## config.mk

```make
export PLATFORM = sky130hd
export DESIGN_NAME = bounded_int_stack_with_search
export DESIGN_NICKNAME = d
export VERILOG_FILES = /design/src/design/bstk_pkg.sv /design/src/design/bstk_ctrl.sv /design/src/design/bstk_dpath.sv /design/src/design/bounded_int_stack_with_search.sv
export SDC_FILE = /design/constraint.sdc
export NUM_CORES = 2
export LEC_CHECK = 0
export ABC_AREA = 1
export ABC_CLOCK_PERIOD_IN_PS = 4270
export BUFFER_PORTS_ARGS = -buffer_cell sky130_fd_sc_hd__buf_2
export CAP_MARGIN = 25
export CORE_ASPECT_RATIO = 1.4
export CORE_MARGIN = 2
export CORE_UTILIZATION = 24
export DETAILED_ROUTE_END_ITERATION = 8
export PLACE_DENSITY = 0.49
export SLEW_MARGIN = 10
export SYNTH_ARGS = -nofsm -noshare
export SYNTH_HDL_FRONTEND = slang
export SYNTH_HIERARCHICAL = 1
export SYNTH_SLANG_ARGS = --single-unit
```

## constraint.sdc

```tcl
create_clock -name clk -period 4.27 [get_ports clk]
set_input_delay 0.854 -clock clk [delete_from_list [all_inputs] [get_ports clk]]
set_output_delay 0.854 -clock clk [all_outputs]
set_load 0.05 [all_outputs]
```

## src/design/bstk_pkg.sv

```systemverilog
`timescale 1ns / 1ps
// ----------------------------------------------------------------------------
// bstk_pkg - shared types and constants for the bounded stack
// Storage sizes, operation and status codes, controller states, and the
// command and status bundles between controller and datapath.
// ----------------------------------------------------------------------------
package bstk_pkg;

	localparam int DEPTH      = 64;
	localparam int WORD_WIDTH = 32;
	localparam int ADDR_W     = $clog2(DEPTH);
	localparam int CNT_W      = $clog2(DEPTH + 1);
	localparam int CAP_W      = 7;
	localparam int OP_W       = 3;
	localparam int STATUS_W   = 2;
	localparam int FOUND_W    = 6;
	localparam int OCC_W      = 7;

	localparam logic [CAP_W-1:0] CAP_RESET = CAP_W'(64);

	typedef enum logic [OP_W-1:0] {
		OP_PUSH   = 3'd0,
		OP_POP    = 3'd1,
		OP_PEEK   = 3'd2,
		OP_CLEAR  = 3'd3,
		OP_SEARCH = 3'd4
	} op_t;

	typedef enum logic [STATUS_W-1:0] {
		STS_OK    = 2'd0,
		STS_FULL  = 2'd1,
		STS_EMPTY = 2'd2,
		STS_MISS  = 2'd3
	} status_t;

	typedef enum logic [1:0] {
		S_IDLE,
		S_READ,
		S_SEARCH
	} state_t;

	// controller -> datapath
	typedef struct packed {
		logic    push_wr;    // write word at top, count up
		logic    pop_dec;    // count down
		logic    clear;      // count to zero
		logic    load_key;   // capture search key, index = top - 1
		logic    rd_top;     // read entry top - 1
		logic    rd_next;    // read entry index - 1, step index down
		logic    res_load;   // load result register
		status_t res_status;
		logic    res_data_en;
		logic    res_found_en;
	} cmd_t;

	// datapath -> controller
	typedef struct packed {
		logic top_zero;
		logic push_full;
		logic hit;
		logic idx_zero;
	} stat_t;

endpackage

```

## src/design/bstk_ctrl.sv

```systemverilog
`timescale 1ns / 1ps
// ----------------------------------------------------------------------------
// bstk_ctrl - request sequencer for the bounded stack
// Decodes requests, steps pop/peek reads and the top-down search, and
// owns the valid flag of the result register.
// ----------------------------------------------------------------------------
module bstk_ctrl (
	input  logic                          clk,
	input  logic                          arst_n,
	input  logic                          in_valid,
	output logic                          in_stall,
	input  logic [bstk_pkg::OP_W-1:0]     operation,
	output logic                          out_valid,
	input  logic                          out_stall,
	input  bstk_pkg::stat_t               stat,
	output bstk_pkg::cmd_t                cmd
);
	import bstk_pkg::*;

	state_t state_q, state_d;
	logic   out_valid_q;
	logic   out_free;
	logic   accept;
	op_t    op;

	assign op        = op_t'(operation);
	assign out_free  = !out_valid_q || !out_stall;
	assign accept    = (state_q == S_IDLE) && in_valid && out_free;
	assign out_valid = out_valid_q;

	always_comb begin
		in_stall = 1'b1;
		if (state_q == S_IDLE) begin
			in_stall = !out_free;
		end
	end

	// next state
	always_comb begin
		state_d = state_q;
		case (state_q)
			S_IDLE: begin
				if (accept) begin
					case (op)
						OP_POP, OP_PEEK: begin
							if (!stat.top_zero) state_d = S_READ;
						end
						OP_SEARCH: begin
							if (!stat.top_zero) state_d = S_SEARCH;
						end
						default: state_d = S_IDLE;
					endcase
				end
			end
			S_READ: begin
				if (out_free) state_d = S_IDLE;
			end
			S_SEARCH: begin
				if ((stat.hit || stat.idx_zero) && out_free) state_d = S_IDLE;
			end
			default: state_d = S_IDLE;
		endcase
	end

	// commands
	always_comb begin
		cmd            = '0;
		cmd.res_status = STS_OK;
		case (state_q)
			S_IDLE: begin
				if (accept) begin
					case (op)
						OP_PUSH: begin
							cmd.res_load = 1'b1;
							if (stat.push_full) begin
								cmd.res_status = STS_FULL;
							end else begin
								cmd.push_wr = 1'b1;
							end
						end
						OP_POP, OP_PEEK: begin
							if (stat.top_zero) begin
								cmd.res_load   = 1'b1;
								cmd.res_status = STS_EMPTY;
							end else begin
								cmd.rd_top  = 1'b1;
								cmd.pop_dec = (op == OP_POP);
							end
						end
						OP_CLEAR: begin
							cmd.clear    = 1'b1;
							cmd.res_load = 1'b1;
						end
						OP_SEARCH: begin
							if (stat.top_zero) begin
								cmd.res_load   = 1'b1;
								cmd.res_status = STS_MISS;
							end else begin
								cmd.rd_top   = 1'b1;
								cmd.load_key = 1'b1;
							end
						end
						default: cmd.res_load = 1'b1;
					endcase
				end
			end
			S_READ: begin
				if (out_free) begin
					cmd.res_load    = 1'b1;
					cmd.res_data_en = 1'b1;
				end
			end
			S_SEARCH: begin
				if (stat.hit) begin
					if (out_free) begin
						cmd.res_load     = 1'b1;
						cmd.res_found_en = 1'b1;
					end
				end else if (stat.idx_zero) begin
					if (out_free) begin
						cmd.res_load   = 1'b1;
						cmd.res_status = STS_MISS;
					end
				end else begin
					cmd.rd_next = 1'b1;
				end
			end
			default: cmd = '0;
		endcase
	end

	always_ff @(posedge clk or negedge arst_n) begin
		if (!arst_n) begin
			state_q     <= S_IDLE;
			out_valid_q <= 1'b0;
		end else begin
			state_q <= state_d;
			if (cmd.res_load) begin
				out_valid_q <= 1'b1;
			end else if (!out_stall) begin
				out_valid_q <= 1'b0;
			end
		end
	end

	a_busy_stalls: assert property (@(posedge clk) disable iff (!arst_n)
		state_q != S_IDLE |-> in_stall)
		else $error("input taken while a request is in progress");

	a_no_overwrite: assert property (@(posedge clk) disable iff (!arst_n)
		cmd.res_load |-> !(out_valid_q && out_stall))
		else $error("pending result overwritten");

endmodule

```

## src/design/bstk_dpath.sv

```systemverilog
`timescale 1ns / 1ps
// ----------------------------------------------------------------------------
// bstk_dpath - storage, counters and result register of the bounded stack
// Holds the entry memory, the entry count, the capacity register, the
// search key and index, and the registered result fields.
// ----------------------------------------------------------------------------
module bstk_dpath (
	input  logic                                   clk,
	input  logic                                   arst_n,
	input  logic                                   cfg_wr_en,
	input  logic [bstk_pkg::CAP_W-1:0]             cfg_wr_data,
	input  logic signed [bstk_pkg::WORD_WIDTH-1:0] value,
	input  bstk_pkg::cmd_t                         cmd,
	output bstk_pkg::stat_t                        stat,
	output logic [bstk_pkg::STATUS_W-1:0]          status,
	output logic signed [bstk_pkg::WORD_WIDTH-1:0] data,
	output logic [bstk_pkg::FOUND_W-1:0]           found_index,
	output logic [bstk_pkg::OCC_W-1:0]             occupancy,
	output logic                                   is_empty,
	output logic                                   is_full
);
	import bstk_pkg::*;

	localparam logic [CNT_W-1:0] DEPTH_CNT = CNT_W'(DEPTH);

	logic [WORD_WIDTH-1:0] mem [DEPTH];
	logic [WORD_WIDTH-1:0] rdata_q;
	logic [WORD_WIDTH-1:0] key_q;
	logic [CNT_W-1:0]      count_q, count_d;
	logic [CAP_W-1:0]      cap_q;
	logic [CNT_W-1:0]      cap_eff;
	logic [ADDR_W-1:0]     idx_q;
	logic [CNT_W-1:0]      top_m1;
	logic [ADDR_W-1:0]     raddr;
	logic                  rd_en;

	// clamp in full integer width so any capacity above DEPTH acts as DEPTH
	assign cap_eff = (int'(cap_q) > DEPTH) ? DEPTH_CNT : CNT_W'(cap_q);
	assign top_m1  = count_q - CNT_W'(1);
	assign raddr   = cmd.rd_top ? top_m1[ADDR_W-1:0] : (idx_q - ADDR_W'(1));
	assign rd_en   = cmd.rd_top || cmd.rd_next;

	always_comb begin
		count_d = count_q;
		if (cmd.clear) begin
			count_d = '0;
		end else if (cmd.push_wr) begin
			count_d = count_q + CNT_W'(1);
		end else if (cmd.pop_dec) begin
			count_d = count_q - CNT_W'(1);
		end
	end

	assign stat.top_zero  = (count_q == '0);
	assign stat.push_full = (count_q >= cap_eff) || (count_q >= DEPTH_CNT);
	assign stat.hit       = (rdata_q == key_q);
	assign stat.idx_zero  = (idx_q == '0);

	// entry memory, one write and one registered read per cycle
	always_ff @(posedge clk) begin
		if (cmd.push_wr) begin
			mem[count_q[ADDR_W-1:0]] <= value;
		end
		if (rd_en) begin
			rdata_q <= mem[raddr];
		end
	end

	always_ff @(posedge clk or negedge arst_n) begin
		if (!arst_n) begin
			count_q <= '0;
			cap_q   <= CAP_RESET;
		end else begin
			count_q <= count_d;
			if (cfg_wr_en) begin
				cap_q <= cfg_wr_data;
			end
		end
	end

	always_ff @(posedge clk) begin
		if (cmd.load_key) begin
			key_q <= value;
			idx_q <= top_m1[ADDR_W-1:0];
		end else if (cmd.rd_next) begin
			idx_q <= idx_q - ADDR_W'(1);
		end
		if (cmd.res_load) begin
			status      <= cmd.res_status;
			data        <= cmd.res_data_en ? rdata_q : '0;
			found_index <= cmd.res_found_en ? FOUND_W'(idx_q) : '0;
			occupancy   <= OCC_W'(count_d);
			is_empty    <= (count_d == '0);
			is_full     <= (count_d >= cap_eff);
		end
	end

	a_count_bound: assert property (@(posedge clk) disable iff (!arst_n)
		count_q <= DEPTH_CNT)
		else $error("entry count beyond storage depth");

	a_push_room: assert property (@(posedge clk) disable iff (!arst_n)
		cmd.push_wr |-> (count_q < cap_eff) && !cmd.pop_dec && !cmd.clear)
		else $error("push written without room");

	a_pop_nonempty: assert property (@(posedge clk) disable iff (!arst_n)
		cmd.pop_dec |=> count_q == $past(count_q) - CNT_W'(1))
		else $error("pop count step wrong");

endmodule

```

## src/design/bounded_int_stack_with_search.sv

```systemverilog
`timescale 1ns / 1ps
// ----------------------------------------------------------------------------
// bounded_int_stack_with_search - bounded LIFO of signed words with search
// Push, pop, peek, clear and a top-down search for a word. Each request
// word returns one result word with status, data, match index, occupancy
// and the empty/full flags. Capacity is a register limited to DEPTH.
// ----------------------------------------------------------------------------
//
//  channel   direction  handshake              payload
//  -------   ---------  ---------------------  ---------------------------------
//  request   in         in_valid / in_stall    operation, value
//  result    out        out_valid / out_stall  status, data, found_index,
//                                              occupancy, is_empty, is_full
//  config    in         cfg_wr_en              cfg_wr_data (capacity)
//
//  Push, clear, unused codes and requests that are refused load the result when taken.
//  Pop and peek first do the registered read of the entry memory.
//  Search on an empty stack returns a miss directly; else it compares the
//  entries top down, one per cycle through the single read port of the
//  entry memory, until a match or the bottom entry.
//  Reset clears the entry count and sets capacity to 64; the entry memory is
//  not cleared, since only pushed entries are ever read.
//  A held result stalls new requests only when out_stall is high; otherwise a
//  new request is taken in the cycle its result register drains.
// ----------------------------------------------------------------------------
module bounded_int_stack_with_search (
	input  logic                                   clk,
	input  logic                                   arst_n,
	input  logic                                   cfg_wr_en,
	input  logic [bstk_pkg::CAP_W-1:0]             cfg_wr_data,
	input  logic                                   in_valid,
	output logic                                   in_stall,
	input  logic [bstk_pkg::OP_W-1:0]              operation,
	input  logic signed [bstk_pkg::WORD_WIDTH-1:0] value,
	output logic                                   out_valid,
	input  logic                                   out_stall,
	output logic [bstk_pkg::STATUS_W-1:0]          status,
	output logic signed [bstk_pkg::WORD_WIDTH-1:0] data,
	output logic [bstk_pkg::FOUND_W-1:0]           found_index,
	output logic [bstk_pkg::OCC_W-1:0]             occupancy,
	output logic                                   is_empty,
	output logic                                   is_full
);
	import bstk_pkg::*;

	// command bundle from the sequencer, status bundle back from storage
	cmd_t  cmd;
	stat_t stat;

	// sequencer: decode requests, step reads and the search walk,
	// and hold the result valid flag until the word is taken
	bstk_ctrl u_ctrl (
		.clk       (clk),
		.arst_n    (arst_n),
		.in_valid  (in_valid),
		.in_stall  (in_stall),
		.operation (operation),
		.out_valid (out_valid),
		.out_stall (out_stall),
		.stat      (stat),
		.cmd       (cmd)
	);

	// storage: entry memory, entry count, capacity, search key and index,
	// and the result register that parts the two channels
	bstk_dpath u_dpath (
		.clk         (clk),
		.arst_n      (arst_n),
		.cfg_wr_en   (cfg_wr_en),
		.cfg_wr_data (cfg_wr_data),
		.value       (value),
		.cmd         (cmd),
		.stat        (stat),
		.status      (status),
		.data        (data),
		.found_index (found_index),
		.occupancy   (occupancy),
		.is_empty    (is_empty),
		.is_full     (is_full)
	);

endmodule
```

# ---- Yosys cells after proc, flatten, opt, wreduce, memory -nomap -nowiden
# Memories as Yosys holds them, arrays and structs flattened. A register that Yosys moved wholly into a read port is not among the register bits.
# Index checks and enable logic that the tools add are counted.
dict set report op_classes {
  reduce_logical 18
  mux 49
  eq_ne 13
  n_addsub 3
  order_cmp 4
}
# cell n
set op_table {}
lappend op_table {{== test 32 bit} 1}
lappend op_table {{2-to-1 mux 7 bit} 4}
lappend op_table {{2-to-1 mux 1 bit} 21}
lappend op_table {{2-to-1 mux 6 bit} 3}
lappend op_table {{2-to-1 mux 3 bit} 5}
lappend op_table {{greater-or-equal comparator 7 bit} 2}
lappend op_table {{logical NOT 7 bit} 2}
lappend op_table {{2-to-1 mux 2 bit} 7}
lappend op_table {{case mux 2 bit (3 select lines)} 2}
lappend op_table {{2-to-1 mux 5 bit} 2}
lappend op_table {{!= test 2 x 1 -> 1 bit, second input constant} 4}
lappend op_table {{case mux 2 bit (2 select lines)} 2}
lappend op_table {{adder 7 x 1 -> 7 bit, second input constant} 1}
lappend op_table {{greater-or-equal comparator 7 bit, second input constant} 1}
lappend op_table {{> comparator 7 bit, second input constant} 1}
lappend op_table {{subtractor 7 x 1 -> 7 bit, second input constant} 1}
lappend op_table {{== test 3 x 2 -> 1 bit, second input constant} 2}
lappend op_table {{logical NOT 6 bit} 1}
lappend op_table {{!= test 3 bit, second input constant} 2}
lappend op_table {{subtractor 6 x 1 -> 6 bit, second input constant} 1}
lappend op_table {{AND reduction 5 bit} 1}
lappend op_table {{logical OR 1 bit} 4}
lappend op_table {{case mux 1 bit (2 select lines)} 2}
lappend op_table {{== test 3 x 1 -> 1 bit, second input constant} 1}
lappend op_table {{other kinds (10)} 14}
dict set report totals {
  memories 1
  ff_bits 104
  elab_cells 100
  ram_bits 2048
  out_inout_bits 51
  in_bits 47
}
# memory depth word_bits read_ports rd_clocked_by_memory_dff write_ports line_no
set memory_table {}
lappend memory_table {u_dpath.mem 64 32 1 1 1 bstk_dpath.sv:26} ;# logic [WORD_WIDTH-1:0] mem [DEPTH];

# ---- Depth between registers and ports, before layout
dict set report logic_depth {
  depth_word 12
  ltp_mapped 23
}

# ---- Modules after synthesis
# The synthesis kept the hierarchy.
# module cells_per_inst seq_area_each_um2 area_per_inst_um2 instances
set by_module_without_submodules {}
lappend by_module_without_submodules {bstk_dpath 9018 65424.0 95326.4 1}
lappend by_module_without_submodules {bstk_ctrl 68 75.1 361.6 1}

# ---- Worst setup path before layout
# No wires, ideal clock.
dict set report synth_path {
  path_kind {reg2reg}
  start {register u_dpath.cap_q[2]}
  end {memory u_dpath.mem[11][0] (enable)}
  t_arrival_ps 4099
  stages_incl_launch_ff 15
  synth_period_minus_slack_ps 4520
  path_slack_ps -250
  required_ps 3849
  cell_sequence {dfrtp_1 -> nor4_1 -> nand3_1 -> a21oi_1 -> ha_1 -> o21ai_0 -> a21boi_0 -> o21ai_0 -> nand2_1 -> a21oi_1 -> o21bai_1 -> nor3_1 -> clkbuf_1 -> nand4_1 -> nor2_1}
}
# item line_no
set synth_rtl {}
lappend synth_rtl {{from (decl)} bstk_dpath.sv:30} ;# logic [CAP_W-1:0] cap_q;
lappend synth_rtl {{from (signal assigned)} bstk_dpath.sv:76} ;# cap_q <= cfg_wr_data;
lappend synth_rtl {{to (decl)} bstk_dpath.sv:26}

==> results.tsv <==
metric	value	unit
run status	completed	
total clock sinks	2184	
top cell family by delay on the critical path	simple AND/OR/NAND/NOR gates	
First DRT Iteration DRCs	5092	
number of nets still failing antenna checks after routing	0	
worst slew margin relative to its limit	28.8	%
portion of netlist area occupied by mux cells	0.0471	%
count of flip-flops with a built-in enable after synthesis	2167	
share of final-layout standard cells stronger than drive strength 1	10.4	%
total detailed-routing wirelength	313	mm
clock buffer depth	4	
Tmin final	4.14	ns
power per cell area	665	nW/um2
synthesized area divided by synthesized cell count	10.5	um2
Placer Congestion	0.815	
dominant register cell in the synthesized netlist	edfxtp_1	
asr flop ratio synth	0.778	%
total count of hold-check failures in the final report	0	
io pins	98	
longest individual stage delay on the worst path	0.43	ns
Global Route met1 Usage	17.8	%
Worst Path Required	4.90	ns
placeable core area	397000	um2
critical path capture point type	flip-flop	
Fin Clk Skew	0.0980	ns
pin slew with the least headroom to its limit	1.07	ns
count of unique library cells instantiated by Yosys	38	
# nets final	9471	
initial cell density of the core	24.1	%
GR Util met3	1.40	%
post-synthesis instance area	95700	um2
# port buffers	97	
final cell utilization of the core	28.6	%
final setup violation count	0	
vias post-DR	65000	
H-tree levels	4	
leading cell type in the layout, fill and taps excluded	edfxtp_1	
area enclosed by the die boundary	404000	um2
endpoint of the worst setup timing path	u_dpath/rdata_q[18]	
height of the die	751	um
total nets after synthesis	9151	
most repeated library cell on the critical path	nand3_1	
post-detailed-placement half-perimeter wirelength	194	mm
residual DRC count	0	
routing layer with the top usage in global route	met2	
via-per-instance ratio	4.39	
Worst Path Buf+Inv	6	
main combinational cell family by area after synthesis	simple AND/OR/NAND/NOR gates	
number of storage elements in the synthesis netlist	2184	
number of filler instances in the final layout	41000	
Setup Slack @ Placement	-0.0735	ns
setup repair bufs after CTS	0	
RSZ-0062 raised after global routing	true	
arithmetic-cell share of the synthesized area counting full adders, half adders and majority gates	0.235	%
antenna violations before repair	15	
period utilization	97.0	%
critical path cell sequence	inv_1 > ha_1 > nand4_1 > nor2_2 > inv_1 > nand2_1 > nor2_1 > buf_12 > clkinv_2 > nand2_2 > nand2_4 > buf_12 > buf_12 > nand2_1 > nand3_1 > nand3_1 > nand3_1 > nand3_1 > nand3_1 > nand2_1	
worst reg-to-reg path cell count	20	
number of pins with negative max-slew slack in the final report	0	
IR Drop Worst-Case VDD	0.694	mV
row count	274	
max-capacitance violation count	0	
total number of cells along the worst setup path	20	
compound-cell area share of the yosys netlist	0.281	%
Worst R2R Start	u_dpath/count_q[1]	
hold crit path type	in -> reg	
gate count of the mapped netlist	9086	
GRT Total Usage	15.1	%
Clk pin slew, worst setup/hold paths	0.07	ns
library cell contributing the largest single delay on the critical path	nand3_1	
synth warn	6	
sum of internal, switching and leakage power	75.6	mW
met2 track demand over resource in global routing	28.2	%
Critical Path Start Type	flip-flop	
area added between synthesis and finish	18.8	%
total congestion overflow	0	
post-detailed-route wirelength per cell	21.1	um
simple-gate area share of the yosys netlist	20.8	%
share of the yosys chip area belonging to registers	68.5	%
clock tree root driver cell	clkbuf_16	
capture point of the worst reg-to-reg path	u_dpath/rdata_q[18]	
maximum number of pins on one net before global-route repair	73	
clock tree from TritonCTS	built	
xor and xnor fraction of the mapped netlist area	0.256	%
CP Data Arrival Time	4.77	ns
maximum frequency from static timing analysis	0.241	GHz
number of global-route vias before repair	63100	
final worst setup slack	0.127	ns
launch point of the critical path	u_dpath/count_q[1]	
die width	538	um
worst setup path class	reg -> reg	
detailed-router iteration count before antenna repair	6	
commonest non-fill, non-tap cells in the layout	edfxtp_1 (2167), nand3_1 (2166), nand2_1 (1981)	
first-pass GRT wire length	450	mm
Clock Latency Late Sink	0.90	ns
setup slack of the most critical reg-to-reg path	0.13	ns
worst-path fanout max	54	
TritonCTS Buffers	210	
leakage	46.3	nW
[worst min-delay path, cell delays in order]
cell	delay, ns
buf_2	0.07
nand2_1	0.05
o21ai_0	0.07
[report_power, final]
group / switching (mW) / internal, mW / leakage, nW
Clock: 8.26 / 10.1 / 3.18
Combinational: 22.5 / 9.85 / 23.4
Sequential: 0.583 / 24.3 / 19.7
[cell usage after synthesis, types with 2 or more instances]
library cell     n  area (um2)
edfxtp_1      2167       65100
nand3_1       2167       10800
nand2_1       1991        7470
inv_1         1880        7060
buf_2          350        1750
nand3b_1       128         961
nor2_1          97         364
clkbuf_1        86         323
buf_4           33         248
xnor2_1         22         193
buf_1           21        78.8
o21ai_0         19        95.1
ha_1            18         225
dfrtp_1         16         400
nand4_1         13        81.3
a21oi_1          9        45.0
inv_2            9        33.8
nor3_1           7        35.0
o21ai_1          7        35.0
or2_2            7        43.8
xor2_1           6        52.6
nand2_2          5        31.3
mux2_2           4        45.0
nor4_1           4        25.0
nor2_2           3        18.8
o2111ai_1        3        26.3
a31oi_1          2        12.5
o21bai_1         2        15.0
[per-layer routing]
layer / vias to the layer above / share of wire, %
met5: - / 0
met2: 1733 / 52
met3: 478 / 4.2
met4: 0 / 3.9
met1: 32400 / 40
li1: 30400 / -
[per-stage QoR]
step	cells	hold WS (ns)	setup TNS, ns	instance area, um2
after floorplan	9086	0.487	-445.19	95700
after global placement	14400	0.524	-0.0586	107000
after detailed placement	14400	0.528	-0.0735	107000
after CTS	14800	0.172	0	114000
after global routing	14800	0.208	-0.0445	114000
final	14800	0.226	0	114000
[cell type report]
| class | count | area (um2) | area share (%) |
|---|---|---|---|
| Multi-Input combinational cell | 4522 | 21300 | 18.7 |
| Timing Repair Buffer | 598 | 6720 | 5.91 |
| Sequential cell | 2184 | 65500 | 57.6 |
| Tap cell | 5244 | 6560 | 5.77 |
| Antenna cell | 5 | 12.5 | 0.0110 |
| Clock buffer | 257 | 5520 | 4.85 |
| Inverter | 1890 | 7110 | 6.25 |
| Clock inverter | 116 | 977 | 0.859 |
[cell families after synthesis]
| logic type | after synthesis |
|---|---|
| simple gates | 4425 |
| buf+inv | 2380 |
| flops | 2184 |
| compound gates | 47 |
| xor+xnor | 28 |
| fa+ha+maj | 18 |
| mux | 4 |
[how the worst min path moves through the flow]
stage | from | endpoint | slack [ns] | depth (start not counted)
floorplan | u_dpath/cap_q[6] | u_dpath/cap_q[6] | 0.49 | 2
detailed placement | u_dpath/cap_q[2] | u_dpath/cap_q[2] | 0.53 | 1
CTS | value[10] | u_dpath/mem[39][10] | 0.17 | 1
global route | value[10] | u_dpath/mem[39][10] | 0.21 | 1
global placement | u_dpath/cap_q[3] | u_dpath/cap_q[3] | 0.52 | 1
finish | cfg_wr_data[1] | u_dpath/cap_q[1] | 0.23 | 3
[timing repair]
item | CTS | global route
hold buffers | 1 | 0
endpoints found under the setup margin | 1 | 20
gates resized for setup | 1 | 15
hold endpoints to repair | 16 | 0
pin swaps | 0 | 2
cloned | 0 | 1
[state kept, by name, summed over array words and instances (netlist names), 6 cells and up]
| signal | cells |
|---|---|
| u_dpath/mem | 2048 |
| u_dpath/data | 32 |
| u_dpath/key_q | 32 |
| u_dpath/rdata_q | 32 |
| u_dpath/cap_q | 7 |
| u_dpath/count_q | 7 |
| u_dpath/occupancy | 7 |
| u_dpath/found_index | 6 |
| u_dpath/idx_q | 6 |
(Power assumes the default switching activity.)
